**config.mk**
```make
export PLATFORM = sky130hd
export DESIGN_NAME = ula_ctrl
export DESIGN_NICKNAME = d
export VERILOG_FILES = /design/src/hw/rtl/ula_pkg.sv /design/src/hw/rtl/ula_ctrl.sv
export SDC_FILE = /design/constraint.sdc
export NUM_CORES = 1
export LEC_CHECK = 0
export BUFFER_PORTS_ARGS = -buffer_cell sky130_fd_sc_hd__buf_2
export CAP_MARGIN = 20
export CORE_AREA = 2 2 39 41
export DETAILED_ROUTE_END_ITERATION = 8
export DIE_AREA = 0 0 41 43
export HOLD_SLACK_MARGIN = 0.06
export PLACE_DENSITY_LB_ADDON = 0.15
export SLEW_MARGIN = 20
export SYNTH_ARGS = -nofsm -noshare
export SYNTH_HDL_FRONTEND = slang
export SYNTH_SLANG_ARGS = --single-unit
```
**constraint.sdc**
```tcl
create_clock -name clk_i -period 3.7 [get_ports clk_i]
set_input_delay 0.37 -clock clk_i [delete_from_list [all_inputs] [get_ports clk_i]]
set_output_delay 0.37 -clock clk_i [all_outputs]
set_load 0.05 [all_outputs]
```
**src/hw/rtl/ula_pkg.sv**
```systemverilog
// -----------------------------------------------------------------------------
// ula_pkg
// Shared types, codes and defaults of the UART line assembler ring.
// -----------------------------------------------------------------------------
package ula_pkg;

  localparam int LineSlots = 16;
  localparam int LineBytes = 512;

  localparam int KindW   = 2;
  localparam int ByteW   = 8;
  localparam int OffsetW = 9;
  localparam int LengthW = 9;

  localparam logic [KindW-1:0] KindRx      = 2'd0;
  localparam logic [KindW-1:0] KindRead    = 2'd1;
  localparam logic [KindW-1:0] KindRelease = 2'd2;

  localparam logic [ByteW-1:0] ChStatus  = 8'h25;
  localparam logic [ByteW-1:0] ChNewline = 8'h0A;

  typedef enum logic [1:0] {
    StIdle,
    StExec,
    StLookup,
    StFinish
  } ula_state_e;

  typedef struct packed {
    logic capture;
    logic exec;
    logic lookup;
    logic finish;
  } ula_cmd_t;

endpackage

```
**src/hw/rtl/ula_ctrl.sv**
```systemverilog
// -----------------------------------------------------------------------------
// ula_ctrl
// Sequencer: capture a request, update state, look up the store, respond.
// -----------------------------------------------------------------------------
module ula_ctrl import ula_pkg::*; (
  input  logic     clk_i,
  input  logic     rst_ni,
  input  logic     in_valid_i,
  input  logic     out_busy_i,
  output logic     in_ready_o,
  output ula_cmd_t cmd_o
);

  ula_state_e state_q, state_d;

  always_ff @(posedge clk_i or negedge rst_ni) begin
    if (!rst_ni) begin
      state_q <= StIdle;
    end else begin
      state_q <= state_d;
    end
  end

  always_comb begin
    state_d = state_q;
    case (state_q)
      StIdle: begin
        if (in_valid_i) state_d = StExec;
      end
      StExec:   state_d = StLookup;
      StLookup: state_d = StFinish;
      StFinish: begin
        // hold until the response register is free
        if (!out_busy_i) state_d = StIdle;
      end
      default:  state_d = StIdle;
    endcase
  end

  always_comb begin
    in_ready_o = 1'b0;
    cmd_o      = '0;
    case (state_q)
      StIdle: begin
        in_ready_o  = 1'b1;
        cmd_o.capture = in_valid_i;
      end
      StExec:   cmd_o.exec   = 1'b1;
      StLookup: cmd_o.lookup = 1'b1;
      StFinish: cmd_o.finish = !out_busy_i;
      default: begin
        in_ready_o = 1'b0;
      end
    endcase
  end

endmodule

```
==> impl_metrics.json, run 1 <==
{
  "status": "finished clean",
  "synth_cell_types": 10,
  "drtIter0Drc": 0,
  "cp-startpoint": "state_q[0]",
  "syn_area_per_cell_sq_um": 11.0,
  "r2r_setup_slack_ns": 2.38,
  "end_kind": "output port",
  "yosys_warnings": 0,
  "sequential_cell_area_sq_um": 50.0,
  "holdBufCountCts": 1,
  "cts-htree-levels": 1,
  "path_class": "reg -> out",
  "rsz0062_at_grt": "false",
  "r2r_start": "state_q[0]",
  "root_buffer": "clkbuf_4",
  "crit_path_max_fanout": 4,
  "maxSlewHeadroom_pct": 83.5,
  "critPathArrivalTime_ns": 1.37,
  "cts_buffers": 3,
  "setup-tns-final_ns": 0,
  "clock_latency_ns": 0.23,
  "cts.clk_slew.worst_paths_ns": 0.03,
  "fin_worst_skew_ns": 0.00554,
  "core.rowCount": 14,
  "syn_inst": 16,
  "top_register": "state_q",
  "ctsResizeCount": 0,
  "clk_path_buf_depth": 2,
  "drv_cap": 0,
  "dp_hpwl_um": 261,
  "die_area_sq_um": 1760,
  "critical_path_required_ns": 3.33,
  "hp-class": "in -> reg",
  "dieHeight_um": 43,
  "r2r-end": "state_q[1]",
  "grt_max_degree": 5,
  "whs_ns": 0.429,
  "post_drt_wl_per_cell_um": 7.45,
  "cts_tree": "yes",
  "dieWidth_um": 41,
  "cts_sinks": 2,
  "antenna_left": 0,
  "wl_um": 328,
  "setup_violations": 0,
  "portBuffers": 8,
  "antenna_found_initial": 0,
  "max_freq_mhz": 576,
  "post_cts_buffers": 0,
  "gr-usage-all-layers_pct": 4.82,
  "synth_fp_nets": 24,
  "final_hold_viol_count": 0,
  "largest_reg_flops": 2,
  "ys_top_cells_by_area": "dfrtp_1, ha_1, a21boi_4, mux2_4, inv_1",
  "worst_pin_slew_ns": 0.249,
  "vias_per_cell": 3.25,
  "yosys.area.top_type_share_pct": 28.4,
  "vias": 143,
  "fin_nets": 38,
  "period_minus_slack_ns": 1.74,
  "syn_area_sq_um": 176,
  "fin_crit_sh_pct": 46.9,
  "ios": 9,
  "area_growth_pct": 52.5,
  "antennaDiodeCount": 0,
  "nFillCells": 155,
  "grt_pass1_wl_um": 496,
  "ys_seq_elements": 2,
  "slew_viol_final": 0,
  "drive_gt1_share_pct": 50.0,
  "endpoint": "cmd_o[3]",
  "initial_core_util_pct": 12.7,
  "grt_pass1_vias": 127,
  "ff2ff_path_depth": 4,
  "final_cell_mix": "buf_2, ha_1, inv_1, clkbuf_4, dfrtp_1",
  "reg_top3": "state_q x2",
  "gp_congestion": 0.583,
  "drc": 0,
  "min_from": "out_busy_i",
  "core-area_sq_um": 1380,
  "layout_commonest_cell": "buf_2",
  "startpoint_type": "flip-flop",
  "drt-pass1-iter-count": 1,
  "multi_input_area_sq_um": 115,
  "overflow": 0,
  "ys_seq_area_share_pct": 28.4,
  "synth.largest_area_cell": "dfrtp_1"
}
[logic make-up after synthesis]
kind of cell,count (synthesis),synth area share [%]
adders and majority gates,4,28.4
AOI/OAI and AO/OA,2,15.6
and+or+nand+nor,4,12.8
buffers and inverters,3,6.38
muxes,1,8.51
DFF,2,28.4
[synthesized netlist by cell type]
cell       count
dfrtp_1        2
ha_1           4
inv_1          3
and2b_2        1
and2_1         1
nor2_1         1
nand2_1        1
a21boi_4       1
mux2_4         1
a2bb2oi_1      1
[worst max-delay path, stage by stage (launching register included)]
cell     delay [ns]
dfrtp_1        0.40
inv_1          0.09
ha_1           0.25
and2_1         0.14
buf_2          0.25
[layout make-up]
class / instances / area share, %
Multi-Input combinational cell: 11 / 42.8
Sequential cell: 2 / 18.6
Timing Repair Buffer: 9 / 18.6
Clock buffer: 3 / 8.37
Tap cell: 16 / 7.44
Inverter: 3 / 4.19
[routing by layer]
metal  vias to the layer above  routed length (um)  global-route usage, %
met4                         0                   0                   4.00
li1                         75                   -                      -
met2                         6                 154                   5.31
met3                         0                  25                   4.71
met5                         -                   0                      0
met1                        62                 148                   5.14
[worst min-delay path by stage]
stage | cells past startpoint | slack [ns] | to
finish | 3 | 0.43 | state_q[0]
floorplan | 0 | 0.07 | state_q[0]
detailed placement | 1 | 0.16 | state_q[1]
global placement | 1 | 0.15 | state_q[1]
CTS | 3 | 0.43 | state_q[0]
global route | 3 | 0.45 | state_q[0]
[per-stage QoR]
| stage | setup WS (ns) | cells | utilization [%] | cell area [sq um] |
|---|---|---|---|---|
| 2_1_floorplan | 1.80 | 16 | - | 176 |
| 3_3_place_gp | 2.21 | 40 | 17.1 | 236 |
| 3_5_place_dp | 2.19 | 40 | 17.1 | 236 |
| 4_1_cts | 1.94 | 44 | 19.4 | 269 |
| 5_1_grt | 1.85 | 44 | 19.4 | 269 |
| 6_report | 1.96 | 44 | 19.4 | 269 |
Power of run 1 is not shown: default switching activity piles up to over one toggle a cycle in this logic, so the estimate is an artifact.
==> inputs of run 2 (changes only) <==
==> constraint.sdc (replaced) <==
create_clock -name clk_i -period 1.8 [get_ports clk_i]
set_input_delay 0.18 -clock clk_i [delete_from_list [all_inputs] [get_ports clk_i]]
set_output_delay 0.18 -clock clk_i [all_outputs]
set_load 0.05 [all_outputs]
==> run 2 against run 1 <==
Core utilization unchanged. Global-route usage down 0.40 points. Clock-buffer cell count unchanged. Worst setup slack got worse by 1.7 ns. Die area did not move. Via count did not move. Wire length fell by 4.0%. Final area unchanged. Non-clock buffer count unchanged. Critical path depth is the same. Largest cell class unchanged.
==> impl_metrics.json, run 2 (synthesis gave the netlist of run 1 again) <==
{
  "status": "finished clean",
  "path_buf_inv": 2,
  "crit_family": "flip-flops",
  "dieWidth_um": 41,
  "use_met1_pct": 4.84,
  "overflow": 0,
  "ios": 9,
  "clock_latency_ns": 0.22,
  "use_met2_pct": 4.38,
  "fin_nets": 38,
  "vias": 143,
  "grt_pass1_vias": 131,
  "period_minus_slack_ns": 1.54,
  "slowest_delay_ns": 0.39,
  "grt_pass1_wl_um": 455,
  "grt-busiest-layer": "met4",
  "stdcell_count": 44,
  "core.rowCount": 14,
  "grt_max_degree": 5,
  "drc": 0,
  "sequential_cell_area_sq_um": 50.0,
  "layout_commonest_cell": "buf_2",
  "final_core_util_pct": 19.4,
  "worst_path_max_delay_cell": "dfrtp_1",
  "crit_path_max_fanout": 4,
  "critical_path_required_ns": 1.62,
  "antenna_left": 0,
  "path_class": "reg -> out",
  "whs_ns": 0.246,
  "cts_sinks": 2,
  "multi_input_area_sq_um": 115,
  "end_kind": "output port",
  "antenna_found_initial": 0,
  "cts.clk_slew.worst_paths_ns": 0.03,
  "cts-htree-levels": 1,
  "final_hold_viol_count": 0,
  "drive_gt1_share_pct": 50.0,
  "top_register": "state_q",
  "setup_violations": 0,
  "rsz0062_at_grt": "false",
  "placed_cells": 40,
  "portBuffers": 8,
  "maxSlewHeadroom_pct": 83.5,
  "die_area_sq_um": 1760,
  "core-area_sq_um": 1380,
  "post_drt_wl_per_cell_um": 7.16,
  "largest_reg_flops": 2,
  "startpoint_type": "flip-flop",
  "gp_congestion": 0.563,
  "slew_viol_final": 0,
  "use_met3_pct": 3.14,
  "clk_path_buf_depth": 2,
  "critPathArrivalTime_ns": 1.36,
  "cts_buffers": 3,
  "fin_worst_skew_ns": 0.000393,
  "gr-usage-all-layers_pct": 4.42,
  "setup-tns-final_ns": 0,
  "max_freq_mhz": 651,
  "wl_um": 315,
  "drt-pass1-iter-count": 1,
  "initial_core_util_pct": 12.7,
  "ctsResizeCount": 0,
  "cp_cell_sequence": "inv_1, ha_1, and2_1, buf_2",
  "vias_per_cell": 3.25,
  "drv_cap": 0,
  "nFillCells": 159,
  "hp-class": "in -> reg",
  "cts_tree": "yes",
  "reg_top3": "state_q x2",
  "drtIter0Drc": 0,
  "dieHeight_um": 43,
  "post_cts_buffers": 0,
  "fin_crit_sh_pct": 85.3,
  "area_growth_pct": 52.5,
  "final_cell_mix": "buf_2, ha_1, inv_1, clkbuf_4, dfrtp_1",
  "root_buffer": "clkbuf_4",
  "worst_pin_slew_ns": 0.249,
  "antennaDiodeCount": 0
}
## run 2: cell counts in the layout (fill, tap and decap cells not counted)
Identical to the previous run, type by type.
## run 2: cell type report
| cell class | instances | area share, % |
|---|---|---|
| Multi-Input combinational cell | 11 | 42.8 |
| Tap cell | 16 | 7.44 |
| Timing Repair Buffer | 9 | 18.6 |
| Inverter | 3 | 4.19 |
| Sequential cell | 2 | 18.6 |
| Clock buffer | 3 | 8.37 |
## run 2: what timing repair did
action,CTS,global route
hold buffers,1,0
endpoints found under the setup margin,0,0
endpoints found under the hold margin,2,0
## run 2: metrics by stage
step | setup WS [ns] | area, sq um
after global placement | 0.476 | 236
after global routing | 0.162 | 269
after floorplan | 0.0906 | 176
final | 0.264 | 269
after CTS | 0.240 | 269
after detailed placement | 0.483 | 236
## run 2: worst reg2reg max path, cell delays in order, from the launching register on
cell and delay, ns:
dfrtp_1 0.37, inv_1 0.08, ha_1 0.26, a21boi_4 0.16, mux2_4 0.31
## run 2: path summary, 6_finish.rpt
path | start | end | slack, ns | cells past startpoint
worst min register to register | state_q[1] | state_q[1] | 0.57 | 1
worst min-delay path | out_busy_i | state_q[0] | 0.25 | 3
worst max register to register | state_q[0] | state_q[1] | 0.49 | 4
min in group asynchronous | rst_ni | state_q[0] | 0.27 | 2
worst max-delay path | state_q[0] | cmd_o[3] | 0.26 | 4
max in group asynchronous | rst_ni | state_q[1] | 1.44 | 2
## run 2: routing by layer
layer / wire, um / share of wire [%]
met5: 0 / 0
met4: 0 / 0
met3: 27 / 8.6
met2: 150 / 48
met1: 137 / 43
Power of run 2 is left out for the same reason.
==> inputs of run 3 (changes only) <==
--- a/config.mk
+++ b/config.mk
@@ -11,7 +11,7 @@
 export DETAILED_ROUTE_END_ITERATION = 8
 export DIE_AREA = 0 0 41 43
 export HOLD_SLACK_MARGIN = 0.06
-export PLACE_DENSITY_LB_ADDON = 0.15
+export PLACE_DENSITY = 0.31
 export SLEW_MARGIN = 20
 export SYNTH_ARGS = -nofsm -noshare
 export SYNTH_HDL_FRONTEND = slang
==> run 3 against run 2 <==
Final area unchanged. Critical path type unchanged. Highest routed layer unchanged. Global-route usage up 0.79 points. Register-to-register slack about the same. Sequential share of layout area unchanged. Clock-buffer cell count unchanged. Cell count unchanged. Worst setup slack better by 0.0074 ns. Die area unchanged. Flip-flop and latch count unchanged. Clock skew about the same. Hold slack about the same. Non-clock buffer count unchanged.
==> impl_metrics.json, run 3 (synthesis gave the netlist of run 1 again) <==
{
  "clock_latency_ns": 0.22,
  "drv_cap": 0,
  "ios": 9,
  "crit_path_max_fanout": 4,
  "grt_max_degree": 5,
  "critical_path_required_ns": 1.62,
  "whs_ns": 0.246,
  "worst_pin_slew_ns": 0.252,
  "end_kind": "output port",
  "antenna_found_initial": 0,
  "antenna_left": 0,
  "setup_violations": 0,
  "startpoint_type": "flip-flop",
  "slew_viol_final": 0,
  "cts.clk_slew.worst_paths_ns": 0.03,
  "rsz0062_at_grt": "false",
  "status": "finished clean",
  "dieWidth_um": 41,
  "die_area_sq_um": 1760,
  "core.rowCount": 14,
  "core-area_sq_um": 1380,
  "gr-usage-all-layers_pct": 5.22,
  "area_growth_pct": 52.5,
  "maxSlewHeadroom_pct": 83.3,
  "wl_um": 306,
  "fin_crit_sh_pct": 84.9,
  "hp-class": "in -> reg",
  "drtIter0Drc": 2,
  "layout_commonest_cell": "buf_2",
  "path_class": "reg -> out",
  "overflow": 0,
  "grt_pass1_wl_um": 545,
  "r2r_setup_slack_ns": 0.48,
  "post_drt_wl_per_cell_um": 6.95,
  "setup-tns-final_ns": 0,
  "cts_buffers": 3,
  "final_hold_viol_count": 0,
  "vias_per_cell": 3.27,
  "vias": 144,
  "cts_tree": "yes",
  "top_register": "state_q",
  "antennaDiodeCount": 0,
  "initial_core_util_pct": 12.7,
  "fin_worst_skew_ns": 0.000746,
  "cts-htree-levels": 1,
  "portBuffers": 8,
  "drt-pass1-iter-count": 2,
  "grt_pass1_vias": 155,
  "max_freq_mhz": 654,
  "drc": 0,
  "final_cell_mix": "buf_2, ha_1, inv_1, clkbuf_4, dfrtp_1",
  "reg_top3": "state_q x2",
  "drive_gt1_share_pct": 50.0,
  "critPathArrivalTime_ns": 1.35,
  "period_minus_slack_ns": 1.53,
  "clk_path_buf_depth": 2,
  "largest_reg_flops": 2,
  "dieHeight_um": 43,
  "root_buffer": "clkbuf_4",
  "ctsResizeCount": 0,
  "gp_congestion": 0.598,
  "cts_sinks": 2,
  "fin_nets": 38
}
==> run 3: cell counts in the layout (fill, tap and decap cells not counted) <==
No cell type changed its count.
==> run 3: worst paths after layout <==
kind / startpoint / to / depth (start not counted)
setup / recovery: state_q[0] / cmd_o[3] / 4
hold / removal: out_busy_i / state_q[0] / 3
setup reg to reg: state_q[0] / state_q[1] / 4
hold reg to reg: state_q[1] / state_q[1] / 1
max in group asynchronous: rst_ni / state_q[1] / 2
min in group asynchronous: rst_ni / state_q[0] / 2
==> run 3: timing repair <==
item | in CTS | in global routing
endpoints found under the hold margin | 2 | 0
hold buffers | 1 | 0
setup buffers | 0 | 0
==> run 3: per-layer routing <==
layer  GRT usage (%)  vias up  routed length, um
li1                -       75                  -
met1            4.81       62                117
met4            6.00        0                  0
met3            3.14        0                 42
met2            6.88        7                146
met5               0        -                  0
==> run 3: cell type report <==
type | instances | area, sq um
Inverter | 3 | 11.3
Timing Repair Buffer | 9 | 50.0
Clock buffer | 3 | 22.5
Sequential cell | 2 | 50.0
Multi-Input combinational cell | 11 | 115
Tap cell | 16 | 20.0
Fill cell | 163 | 1110
==> run 3: stage by stage <==
stage / instances / worst slack (ns) / utilization [%] / instance area [sq um]
after floorplan: 16 / 0.0906 / - / 176
after global placement: 40 / 0.470 / 17.1 / 236
after detailed placement: 40 / 0.478 / 17.1 / 236
after CTS: 44 / 0.234 / 19.4 / 269
after global routing: 44 / 0.127 / 19.4 / 269
final: 44 / 0.272 / 19.4 / 269
==> run 3: critical path, stage by stage, from the launching register on <==
cell,delay [ns]
dfrtp_1,0.40
inv_1,0.09
ha_1,0.24
and2_1,0.14
buf_2,0.25
Power of run 3 is left out for the same reason.
